===== src/hw/rtl/bmhq_pkg.sv =====
`timescale 1ns / 1ps
// ----------------------------------------------------------------------------
// bmhq_pkg: shared types and constants of the binary min-heap queue
// Holds the heap depth, derived widths, command and status codes, and the
// request and response structs passed between the top level and the core.
// ----------------------------------------------------------------------------
package bmhq_pkg;

	// Heap depth and the widths that follow from it.
	localparam int CAPACITY = 64;
	localparam int IDX_W    = $clog2(CAPACITY);
	localparam int CNT_W    = ($clog2(CAPACITY + 1) > 7) ? $clog2(CAPACITY + 1) : 7;
	localparam int CHILD_W  = CNT_W + 1;
	localparam int DATA_W   = 32;
	localparam int COUNT_W  = 7;

	// Command codes.
	localparam logic CMD_INSERT  = 1'b0;
	localparam logic CMD_EXTRACT = 1'b1;

	// Status codes.
	localparam logic [1:0] STATUS_OK    = 2'd0;
	localparam logic [1:0] STATUS_EMPTY = 2'd1;
	localparam logic [1:0] STATUS_FULL  = 2'd2;

	typedef struct packed {
		logic                     cmd;
		logic signed [DATA_W-1:0] value;
	} bmhq_req_t;

	typedef struct packed {
		logic [1:0]               status;
		logic signed [DATA_W-1:0] min_value;
		logic [COUNT_W-1:0]       count;
	} bmhq_rsp_t;

endpackage


===== src/hw/rtl/bmhq_core.sv =====
`timescale 1ns / 1ps
// ----------------------------------------------------------------------------
// bmhq_core: heap store and sift sequencer
// Keeps the heap in a simple dual-port array with a registered read and
// walks sift-up and sift-down one level at a time through a single shared
// signed comparator.
// ----------------------------------------------------------------------------
module bmhq_core import bmhq_pkg::*; (
	input  logic      clk,
	input  logic      arst_n,
	input  logic      start,
	input  bmhq_req_t req,
	output logic      idle,
	output logic      done,
	output bmhq_rsp_t rsp
);

	localparam logic [3:0] ST_IDLE    = 4'd0;
	localparam logic [3:0] ST_UP_CHK  = 4'd1;
	localparam logic [3:0] ST_UP_CMP  = 4'd2;
	localparam logic [3:0] ST_EX_LAST = 4'd3;
	localparam logic [3:0] ST_EX_VAL  = 4'd4;
	localparam logic [3:0] ST_DN_CHK  = 4'd5;
	localparam logic [3:0] ST_DN_L    = 4'd6;
	localparam logic [3:0] ST_DN_R    = 4'd7;

	logic [3:0]         state_q;
	logic [CNT_W-1:0]   cnt_q;
	logic [IDX_W-1:0]   pos_q;
	logic [DATA_W-1:0]  val_q;
	logic [DATA_W-1:0]  best_q;
	logic               best_left_q;
	logic [DATA_W-1:0]  min_q;

	logic [DATA_W-1:0]  mem_q [CAPACITY];
	logic [DATA_W-1:0]  rdata_q;
	logic [IDX_W-1:0]   raddr;
	logic [IDX_W-1:0]   waddr;
	logic [DATA_W-1:0]  wdata;
	logic               we;

	logic [IDX_W-1:0]   parent;
	logic [IDX_W-1:0]   last_idx;
	logic [CHILD_W-1:0] left_idx;
	logic [CHILD_W-1:0] right_idx;
	logic [CHILD_W-1:0] cnt_ext;
	logic               full;
	logic               empty;
	logic               left_out;
	logic               right_in;
	logic [DATA_W-1:0]  cmp_a;
	logic [DATA_W-1:0]  cmp_b;
	logic               cmp_lt;
	logic               right_wins;

	// Heap array: one write and one registered read per cycle.
	always_ff @(posedge clk) begin
		if (we) begin
			mem_q[waddr] <= wdata;
		end
		rdata_q <= mem_q[raddr];
	end

	// Tree navigation.
	assign parent    = (pos_q - IDX_W'(1)) >> 1;
	assign last_idx  = IDX_W'(cnt_q - CNT_W'(1));
	assign left_idx  = {CNT_W'(pos_q), 1'b1};
	assign right_idx = left_idx + CHILD_W'(1);
	assign cnt_ext   = {1'b0, cnt_q};
	assign full      = (cnt_q == CNT_W'(CAPACITY));
	assign empty     = (cnt_q == '0);
	assign left_out  = (left_idx >= cnt_ext);
	assign right_in  = (right_idx < cnt_ext);

	// Shared signed comparator: a < b.
	always_comb begin
		cmp_a = rdata_q;
		cmp_b = val_q;
		case (state_q)
			ST_UP_CMP: begin
				cmp_a = val_q;
				cmp_b = rdata_q;
			end
			ST_DN_R: begin
				cmp_a = rdata_q;
				cmp_b = best_q;
			end
			default: begin
				cmp_a = rdata_q;
				cmp_b = val_q;
			end
		endcase
	end
	assign cmp_lt     = ($signed(cmp_a) < $signed(cmp_b));
	assign right_wins = right_in && cmp_lt;

	// Memory port control and completion.
	always_comb begin
		we    = 1'b0;
		waddr = pos_q;
		wdata = val_q;
		raddr = '0;
		done  = 1'b0;
		case (state_q)
			ST_IDLE: begin
				if (start && (req.cmd == CMD_INSERT) && full) begin
					done = 1'b1;
				end
				if (start && (req.cmd == CMD_EXTRACT) && empty) begin
					done = 1'b1;
				end
			end
			ST_UP_CHK: begin
				if (pos_q == '0) begin
					we   = 1'b1;
					done = 1'b1;
				end else begin
					raddr = parent;
				end
			end
			ST_UP_CMP: begin
				we = 1'b1;
				if (cmp_lt) begin
					wdata = rdata_q;
				end else begin
					done = 1'b1;
				end
			end
			ST_EX_LAST: begin
				raddr = last_idx;
			end
			ST_DN_CHK: begin
				if (left_out) begin
					we   = 1'b1;
					done = 1'b1;
				end else begin
					raddr = left_idx[IDX_W-1:0];
				end
			end
			ST_DN_L: begin
				raddr = right_idx[IDX_W-1:0];
			end
			ST_DN_R: begin
				we = 1'b1;
				if (right_wins) begin
					wdata = rdata_q;
				end else if (best_left_q) begin
					wdata = best_q;
				end else begin
					done = 1'b1;
				end
			end
			default: begin
				we = 1'b0;
			end
		endcase
	end

	// Sequencer state and entry count.
	always_ff @(posedge clk or negedge arst_n) begin
		if (!arst_n) begin
			state_q <= ST_IDLE;
			cnt_q   <= '0;
		end else begin
			case (state_q)
				ST_IDLE: begin
					if (start && (req.cmd == CMD_INSERT) && !full) begin
						cnt_q   <= cnt_q + CNT_W'(1);
						state_q <= ST_UP_CHK;
					end
					if (start && (req.cmd == CMD_EXTRACT) && !empty) begin
						state_q <= ST_EX_LAST;
					end
				end
				ST_UP_CHK: begin
					state_q <= (pos_q == '0) ? ST_IDLE : ST_UP_CMP;
				end
				ST_UP_CMP: begin
					state_q <= cmp_lt ? ST_UP_CHK : ST_IDLE;
				end
				ST_EX_LAST: begin
					cnt_q   <= cnt_q - CNT_W'(1);
					state_q <= ST_EX_VAL;
				end
				ST_EX_VAL: begin
					state_q <= ST_DN_CHK;
				end
				ST_DN_CHK: begin
					state_q <= left_out ? ST_IDLE : ST_DN_L;
				end
				ST_DN_L: begin
					state_q <= ST_DN_R;
				end
				ST_DN_R: begin
					state_q <= (right_wins || best_left_q) ? ST_DN_CHK : ST_IDLE;
				end
				default: begin
					state_q <= ST_IDLE;
				end
			endcase
		end
	end

	// Datapath registers: moving value, position, best child and minimum.
	always_ff @(posedge clk) begin
		case (state_q)
			ST_IDLE: begin
				if (start && (req.cmd == CMD_INSERT)) begin
					min_q <= '0;
					val_q <= req.value;
					pos_q <= cnt_q[IDX_W-1:0];
				end
			end
			ST_UP_CMP: begin
				if (cmp_lt) begin
					pos_q <= parent;
				end
			end
			ST_EX_LAST: begin
				min_q <= rdata_q;
			end
			ST_EX_VAL: begin
				val_q <= rdata_q;
				pos_q <= '0;
			end
			ST_DN_L: begin
				best_q      <= cmp_lt ? rdata_q : val_q;
				best_left_q <= cmp_lt;
			end
			ST_DN_R: begin
				if (right_wins) begin
					pos_q <= right_idx[IDX_W-1:0];
				end else if (best_left_q) begin
					pos_q <= left_idx[IDX_W-1:0];
				end
			end
			default: begin
				pos_q <= pos_q;
			end
		endcase
	end

	// Result of the command that completes this cycle.
	always_comb begin
		rsp.count = cnt_q[COUNT_W-1:0];
		if (state_q == ST_IDLE) begin
			rsp.status    = (req.cmd == CMD_INSERT) ? STATUS_FULL : STATUS_EMPTY;
			rsp.min_value = '0;
		end else begin
			rsp.status    = STATUS_OK;
			rsp.min_value = min_q;
		end
	end

	assign idle = (state_q == ST_IDLE);

endmodule


===== src/hw/rtl/binary_min_heap_queue.sv =====
`timescale 1ns / 1ps
// ----------------------------------------------------------------------------
// binary_min_heap_queue: priority queue of signed 32-bit values
// A command beat on the input channel (cmd, value) either inserts value or
// extracts the minimum. Each command returns exactly one result beat on the
// output channel: status (ok, empty or full), the removed minimum on a good
// extract (zero otherwise) and the entry count after the command.
// A rejected command completes straight from idle. An insert climbs from the
// new leaf one level at a time, reading the parent and moving it down while
// the value is smaller; an extract takes the root as the minimum, moves the
// last entry to the root and sinks it, reading the left and then the right
// child and comparing each, until it reaches a leaf or neither child is
// smaller. Every read of the heap array is registered and every compare is
// signed and goes through a single shared comparator.
// The block takes one command at a time: in_ready is high only while the
// sequencer is idle and the output register is empty, so a stalled receiver
// holds off the next command. Reset empties the heap at once; the array
// contents are not cleared and entries are only read after being written.
// ----------------------------------------------------------------------------
module binary_min_heap_queue import bmhq_pkg::*; (
	input  logic                     clk,
	input  logic                     arst_n,
	input  logic                     in_valid,
	output logic                     in_ready,
	input  logic                     cmd,
	input  logic signed [DATA_W-1:0] value,
	output logic                     out_valid,
	input  logic                     out_ready,
	output logic [1:0]               status,
	output logic signed [DATA_W-1:0] min_value,
	output logic [COUNT_W-1:0]       count
);

	bmhq_req_t req;
	bmhq_rsp_t rsp;
	logic      core_idle;
	logic      core_done;
	logic      start;
	logic      out_valid_q;
	bmhq_rsp_t rsp_q;

	// Command beat into the sequencer.
	assign req.cmd   = cmd;
	assign req.value = value;
	assign in_ready  = core_idle && !out_valid_q;
	assign start     = in_valid && in_ready;

	bmhq_core u_core (
		.clk    (clk),
		.arst_n (arst_n),
		.start  (start),
		.req    (req),
		.idle   (core_idle),
		.done   (core_done),
		.rsp    (rsp)
	);

	// Output register holds the result until the receiver takes it.
	always_ff @(posedge clk or negedge arst_n) begin
		if (!arst_n) begin
			out_valid_q <= 1'b0;
		end else if (core_done) begin
			out_valid_q <= 1'b1;
		end else if (out_ready) begin
			out_valid_q <= 1'b0;
		end
	end

	always_ff @(posedge clk) begin
		if (core_done) begin
			rsp_q <= rsp;
		end
	end

	assign out_valid = out_valid_q;
	assign status    = rsp_q.status;
	assign min_value = rsp_q.min_value;
	assign count     = rsp_q.count;

`ifndef NO_ASSERTIONS
	// A command is only taken when no result is pending.
	a_ready_no_pending: assert property (@(posedge clk) disable iff (!arst_n)
		in_ready |-> !out_valid)
		else $error("in_ready high while a result is pending");

	// Once a command is taken, no second one is taken on the next cycle.
	a_one_at_a_time: assert property (@(posedge clk) disable iff (!arst_n)
		(in_valid && in_ready) |=> !in_ready)
		else $error("second command accepted back to back");

	// A full rejection reports a full heap.
	a_full_count: assert property (@(posedge clk) disable iff (!arst_n)
		(out_valid && (status == STATUS_FULL)) |-> (count == COUNT_W'(CAPACITY)))
		else $error("full status with count below capacity");

	// An empty rejection reports an empty heap and no value.
	a_empty_result: assert property (@(posedge clk) disable iff (!arst_n)
		(out_valid && (status == STATUS_EMPTY)) |-> ((count == '0) && (min_value == '0)))
		else $error("empty status with nonzero count or value");
`endif

endmodule

===== config.mk =====
export PLATFORM = sky130hd
export DESIGN_NAME = binary_min_heap_queue
export DESIGN_NICKNAME = d
export VERILOG_FILES = /design/src/hw/rtl/bmhq_pkg.sv /design/src/hw/rtl/bmhq_core.sv /design/src/hw/rtl/binary_min_heap_queue.sv
export SDC_FILE = /design/constraint.sdc
export NUM_CORES = 2
export LEC_CHECK = 0
export ABC_AREA = 1
export BUFFER_PORTS_ARGS = -buffer_cell sky130_fd_sc_hd__buf_2
export CORE_AREA = 2 2 523 525
export CTS_CLUSTER_SIZE = 28
export DETAILED_ROUTE_END_ITERATION = 8
export DIE_AREA = 0 0 525 527
export GPL_ROUTABILITY_DRIVEN = 0
export GPL_TIMING_DRIVEN = 0
export PLACE_DENSITY_LB_ADDON = 0.25
export SYNTH_ARGS = -nofsm -noshare
export SYNTH_HDL_FRONTEND = slang
export SYNTH_SLANG_ARGS = --single-unit

===== constraint.sdc =====
create_clock -name clk -period 11.84 [get_ports clk]
set_clock_uncertainty 0.2 [all_clocks]
set_input_delay 1.184 -clock clk [delete_from_list [all_inputs] [get_ports clk]]
set_output_delay 1.184 -clock clk [all_outputs]
set_load 0.1 [all_outputs]

== Word level (Yosys, flattened, before mapping) ==
Memory sizes are Yosys's and may differ from the RTL's. A register that Yosys moved wholly into a read port is not among the register bits.
Index checks and enable logic that the tools add are counted.
Word-level totals
  register bits: 156
  latch bits: 0
  RAM bits: 2048
  bits in read-only memories: 0
  bits of input ports: 37
  output and inout bits: 43
  memories: 1
Memory list
  u_core.mem_q: depth 64, width 32, read ports 1, clocked after Yosys merged registers in 1, wr ports 1, RTL line bmhq_core.sv:35  | logic [DATA_W-1:0] mem_q [CAPACITY];
Operators by class
  add/sub/neg operators: 4
  multiply operators: 0
  div/mod/pow operators: 0
  magnitude comparators: 3
  equal/unequal tests: 13
  shift operators: 0
  muxes and demuxes: 41
  bitwise gates (word level): 1
  reduce and logical (&&, ||, !) cells: 25
Operator list (count)
  one-hot mux 32 bit (2 select lines): 4
  two-way mux 32 bit: 6
  one-hot mux 6 bit (4 select lines): 2
  less-than comparator 32 bit: 1
  one-hot mux 4 bit (8 select lines): 1
  two-way mux 6 bit: 5
  equality test 4 x 3 -> 1 bit (second input constant): 4
  one-hot mux 7 bit (2 select lines): 1
  two-way mux 1 bit: 12
  logical AND 1 bit: 9
  adder 7 x 1 -> 8 bit (second input constant): 1
  equality test 4 x 2 -> 1 bit (second input constant): 2
  less-than comparator 8 x 7 -> 1 bit: 1
  two-way mux 4 bit: 2
  adder 7 x 1 -> 7 bit (second input constant): 1
  equality test 7 bit (second input constant): 1
  >= comparator 7 bit: 1
  zero test 7 bit: 1
  two-way mux 7 bit: 1
  subtractor 7 x 1 -> 7 bit (second input constant): 1
  zero test 6 bit: 1
  two-way mux 3 bit: 2
  inequality test 2 x 1 -> 1 bit (second input constant): 3
  inequality test 3 x 1 -> 1 bit (second input constant): 2
  other kinds (15): 22

== Logic depth before layout (Yosys ltp) ==
  word-level depth: 9
  depth in mapped cells: 24
  mapped depth without buffers: 22

== Cells and area by module ==
From an unflattened synthesis, not the netlist that was laid out.
Second synthesis, totals
  cell total of the unflattened synthesis: 8323
  area total of the unflattened synthesis: 95569.2 um2
By module, submodules not included
  bmhq_core: instances 1, cells an instance 8272, area an instance 94274.2 um2, seq. area each 65482.8 um2
  binary_min_heap_queue: instances 1, cells an instance 51, area an instance 1295.0 um2, seq. area each 1256.2 um2

== Least setup slack after synthesis ==
No wires, ideal clock.
  kind: reg-to-reg
  start: register u_core.state_q[1]
  end: register rsp_q (netlist bit count[0]) (enable)
  arrival: 3.982 ns
  setup slack: 7.015 ns
  stages on the path, launching flop included: 19
  buffers on the path: 4
  clock period less this slack: 4.825 ns
  path through: dfrtp_1 > buf_2 > nand3_2 > clkbuf_1 > inv_1 > clkbuf_1 > a221oi_1 > ha_1 > a21oi_1 > o21ai_0 > nand4_1 > o211ai_1 > a211oi_1 > nand3_2 > nand2_4 > nand2_1 > buf_4 > nand3_1 > nand3_1
Between the ends
  cells in the longest elaborated chain, start to end: 8
  elaborated cells between the ends (all ways): 20
  classes of those cells: order compare (1); eq/ne (4); mux (7); reduce/logical (8)
RTL lines
  start, declared: RTL line bmhq_core.sv:27  | logic [3:0] state_q;
  start signal, assigned: RTL line bmhq_core.sv:176  | state_q <= (pos_q == '0) ? ST_IDLE : ST_UP_CMP;
  start signal, assigned: RTL line bmhq_core.sv:179  | state_q <= cmp_lt ? ST_UP_CHK : ST_IDLE;
  start signal, assigned: RTL line bmhq_core.sv:189  | state_q <= left_out ? ST_IDLE : ST_DN_L;
  parallel branches: the longest is 7 deep, another holds less-than comparator 32 bit
  one-hot mux 1 bit (5 select lines) (*): RTL line bmhq_core.sv:104  | case (state_q)
  via core_done: RTL line binary_min_heap_queue.sv:37  | logic core_done;
  end signal, assigned: RTL line binary_min_heap_queue.sv:71  | rsp_q <= rsp;
  end, declared: RTL line binary_min_heap_queue.sv:40  | bmhq_rsp_t rsp_q;
Mark *: on every way through the listed nets, which the timed path passes.
A chain may end at the register's enable or synchronous reset.

== Worst setup path in the final report ==
  start: register u_core.state_q[0]
  end: memory u_core.mem_q[50][13] (data pin)
Between the ends
  cells in the longest elaborated chain, start to end: 6
  elaborated cells between the ends (all ways): 9
  classes of those cells: order compare (1); eq/ne (2); mux (5); reduce/logical (1)
RTL lines
  equality test 4 x 3 -> 1 bit or equality test 4 x 2 -> 1 bit (tied branches): RTL line bmhq_core.sv:79, bmhq_core.sv:104
  one-hot mux 32 bit (2 select lines) or two-way mux 32 bit (tied branches): RTL line bmhq_core.sv:79  | case (state_q)
  less-than comparator 32 bit: RTL line bmhq_core.sv:94  | assign cmp_lt = ($signed(cmp_a) < $signed(cmp_b));
  logical AND 1 bit: RTL line bmhq_core.sv:95  | assign right_wins = right_in && cmp_lt;
  two-way mux 32 bit: RTL line bmhq_core.sv:145  | if (right_wins) begin
  one-hot mux 32 bit (2 select lines) (*): RTL line bmhq_core.sv:104
  via u_core.wdata[13]: RTL line bmhq_core.sv:39  | logic [DATA_W-1:0] wdata;
  end, declared: RTL line bmhq_core.sv:35
Mark *: on every way through the listed nets, which the timed path passes. The rest lies on a longest branch.

==> summary by stage <==
Final layout
The final cell area excluding filler cells is 0.109 mm². The net count of the finished layout is between 8k and 9k. The fraction of final layout cells sized beyond drive strength 1 is 0.169. From synthesis to final layout, the design area changed by 15.5%. The non-filler instance count after layout is ~12k.

Synth
During synthesis, Yosys emitted a total of 0 warnings. The unique cell type count in the Yosys netlist is 45. The register bit total from synthesis is 2235. The number of nets handed over by synthesis was 7891.

The cell area after synthesis is between 0.09 and 0.1 mm². The mean area per synthesized cell is between 10 and 15 µm². The register area share after synthesis is 0.706. Counting every instance in the synthesized netlist gives between 7k and 8k.

STA
For the pin with the worst max-slew slack, the measured transition is between 1.5 and 2 ns. For the finished layout, the period the worst path requires is 6.25 ns. Timing would allow up to roughly 0.16 GHz. The relative max-transition margin is -0.0727. The final critical-path share of the clock period is 0.527. Setup repair after global routing left no endpoint under its margin.

The count of endpoints failing setup in the final report is 0. The total count of hold-check failures in the final report is 0. After routing, the total negative slack on setup checks comes to 0 ns. The total count of max-transition violations in the final report is 22.

Die
The die covers around 0.28 mm². 80 I/O pins were placed. The initial core utilization is 0.348. The die width is around 530 µm. The area of the core region is around 0.27 mm².

The number of rows in the core area is about 190. The die is 527 µm tall.

Outcome
The flow ran to the end, but the final reports show violations. The final reports fail on max-capacitance violations, max-slew violations.

GRT
The global router's overall resource usage is 0.227. Entering global routing, the biggest net connects 65 pins. The initial antenna violation count was 31. For this run the aggregate overflow at the end of global routing stands at 0. The wire length of the first global-routing pass is 453 mm. The via count of the first global-routing pass is roughly 60k.

Clock network
The tree is rooted in a sky130_fd_sc_hd__clkbuf_16. The number of gates resized after cts is 0. The H-tree was split into 4 levels. The TritonCTS clock tree is yes. Clock latency on the worst-skew pair, taken at its later pin, is 0.89 ns. Clock tree synthesis inserted a total of between 200 and 250 buffers.

After clock tree synthesis, the clock-pin slew on the worst setup and hold paths is ~0.06 ns. The worst-case clock buffer depth is 3. The TritonCTS sink count is around 2.2k.

Critical path
Data on the critical path is required at its endpoint by around 12 ns. The worst setup path is launched from a register. For the worst setup path, the data arrival time is about 6.6 ns. The critical setup path kind is reg2reg. The critical path goes through inv_2, nand3_2, clkbuf_1, inv_1, clkbuf_1, a221oi_1, ha_1, nand2_1, inv_1, nand3_1, a31oi_1, a2111oi_0, nand2_1, nand2_1, nand2_1, nand2_2, nand2_4, nand2_1, buf_2, nand2_1, nand3_1, nand3_4, buf_16. The peak fanout along the critical path is 40. The largest incremental delay on the critical path is about 0.53 ns. The startpoint of the worst setup timing path is u_core.state_q[0]$_DFFE_PN0P_.

Counting stages on the worst path, the most repeated cell is sky130_fd_sc_hd__nand2_1. The worst setup path is captured at a register. The startpoint identified for the worst register-to-register timing path is u_core.state_q[0]$_DFFE_PN0P_. For this design, the slowest cell found on the critical path is sky130_fd_sc_hd__clkbuf_1.

Route
The total wirelength of the detailed-routed design is ~320 mm. The detailed-route wire length per cell is between 20 and 30 µm. The count of antenna-violating nets left after detailed routing is 0. The detailed router's first-iteration violation count is between 8k and 9k. The detailed-route vias per instance is between 5 and 6. For this run, design rule violations remaining after detail routing come to 0. The routed layout has between 60k and 70k vias. The number of search-and-repair iterations in the first detailed-routing pass is 6.

Placed design
The total instance count after detailed placement is roughly 12k. The total half-perimeter wirelength after legalization and detailed placement is between 200 and 250 mm. The placed instances occupy a cell area of about 0.10 mm². The count of buffers added on input and output ports is just under 80.

Worst hold path
In this run the worst hold path is classified as reg2reg. The startpoint identified for the worst hold timing path is u_core.cnt_q[5]$_DFFE_PN0P_.

Flow run
Across the run, the number of max-cap violations was 2.
## cell usage after synthesis (all sizes together)
cell type,number,area (µm²)
edfxtp,2192,65800
nand2,1806,6800
nand3,1155,5800
o211ai,643,4830
or2,579,3620
inv,346,1310
buf,288,1530
clkbuf,227,852
o21ai,178,891
nor2,160,621
ha,48,601
and2,32,200
dfxtp,32,641
a221oi,31,272
a21oi,29,145
nor3,17,85.1
dfrtp,11,275
xor2,7,61.3
nand4,5,31.3
a211oi,3,22.5
a31oi,3,18.8
a2111oi,2,17.5
o21a,2,15.0
o22ai,2,12.5
a211o,1,8.76
a22oi,1,7.51
clkinv,1,5.00
nor4,1,6.26
nor4b,1,8.76
o211a,1,10.0
o21bai,1,7.51
o32ai,1,8.76
## repair_timing
action,4_1_cts,5_1_grt
hold endpoints to repair,11,0
hold buffers,1,0
buffers inserted,0,0
## flip-flops by register name, indices dropped and copies added, names as in the netlist
register and count:
u_core.mem_q 2048, min_value 32, u_core.best_q 32, u_core.min_q 32, u_core.rdata_q 32, u_core.val_q 32
count 7, u_core.cnt_q 7, u_core.pos_q 6, u_core.state_q 3, status 2, out_valid 1
u_core.best_left_q 1
## path summary, 6_finish.rpt
kind / end / slack [ns] / cells after the start
min: count[5]$_DFFE_PP_ / 0.22 / 0
max: u_core.mem_q[50][13]$_DFFE_PP_ / 5.59 / 23
min reg2reg: count[5]$_DFFE_PP_ / 0.22 / 0
max in group asynchronous: u_core.cnt_q[0]$_DFFE_PN0P_ / 10.65 / 2
max reg2reg: u_core.mem_q[50][13]$_DFFE_PP_ / 5.59 / 23
min in group asynchronous: u_core.cnt_q[6]$_DFFE_PN0P_ / 0.53 / 2
## placed cells by master (no fill, tap or decap), types with 43 or more instances in the layout
| cell type | n |
|---|---|
| sky130_fd_sc_hd__nand2_1 | 1801 |
| sky130_fd_sc_hd__buf_4 | 47 |
| sky130_fd_sc_hd__clkbuf_16 | 237 |
| sky130_fd_sc_hd__buf_12 | 46 |
| sky130_fd_sc_hd__inv_1 | 289 |
| sky130_fd_sc_hd__clkinv_1 | 63 |
| sky130_fd_sc_hd__or2_2 | 578 |
| sky130_fd_sc_hd__ha_1 | 48 |
| sky130_fd_sc_hd__nand3_1 | 1118 |
| sky130_fd_sc_hd__o21ai_0 | 167 |
| sky130_fd_sc_hd__clkinv_2 | 43 |
| sky130_fd_sc_hd__buf_1 | 46 |
| sky130_fd_sc_hd__buf_2 | 270 |
| sky130_fd_sc_hd__nor2_1 | 145 |
| sky130_fd_sc_hd__o211ai_1 | 643 |
| sky130_fd_sc_hd__clkbuf_1 | 272 |
| sky130_fd_sc_hd__inv_2 | 49 |
| sky130_fd_sc_hd__edfxtp_1 | 2192 |
## routing by layer
layer | global-route usage | wire, µm | vias up
li1 | - | - | 28824
met1 | 0.308 | 133000 | 32365
met4 | 0.100 | 15200 | 4
met5 | 0 | 27 | -
met2 | 0.357 | 146000 | 3216
met3 | 0.0410 | 28700 | 564
## critical path, delay by kind of cell, from the launching register on
kind / cells / cell delay [ns]
simple gates: 12 / 1.98
flops: 1 / 0.47
fa+ha+maj: 1 / 0.29
compound gates: 3 / 0.85
buf+inv: 7 / 1.96
## layout make-up
class,count,area [µm²]
antenna,14,35.0
buffer,515,2390
clock buffer,288,6150
clock inverter,142,1330
fill,25655,163000
inverter,347,1310
multi-input combinational,4709,24600
sequential,2235,66700
tap,3589,4490
timing repair buffer,159,2150
## per-stage QoR
stage	util	setup WS [ns]	hold slack, ns
floorplan	-	7.02	0.223
global placement	0.366	2.59	0.236
detailed placement	0.374	5.75	0.265
CTS	0.401	5.77	0.246
global route	0.402	5.47	0.258
finish	0.402	5.59	0.222
## cells by family (layout without fill, tap and decap cells)
| logic type | after synthesis | count (layout) | synth area share |
|---|---|---|---|
| simple gates | 3756 | 3756 | 0.182 |
| flops | 2235 | 2235 | 0.706 |
| compound gates | 898 | 898 | 0.0663 |
| buf+inv | 862 | 1451 | 0.0391 |
| fa+ha+maj | 48 | 48 | 0.00635 |
| xor+xnor | 7 | 7 | 0.000649 |
| other cells | 0 | 14 | 0 |
Power is not shown: default switching activity piles up to over one toggle a cycle in this logic, so the estimate is an artifact.
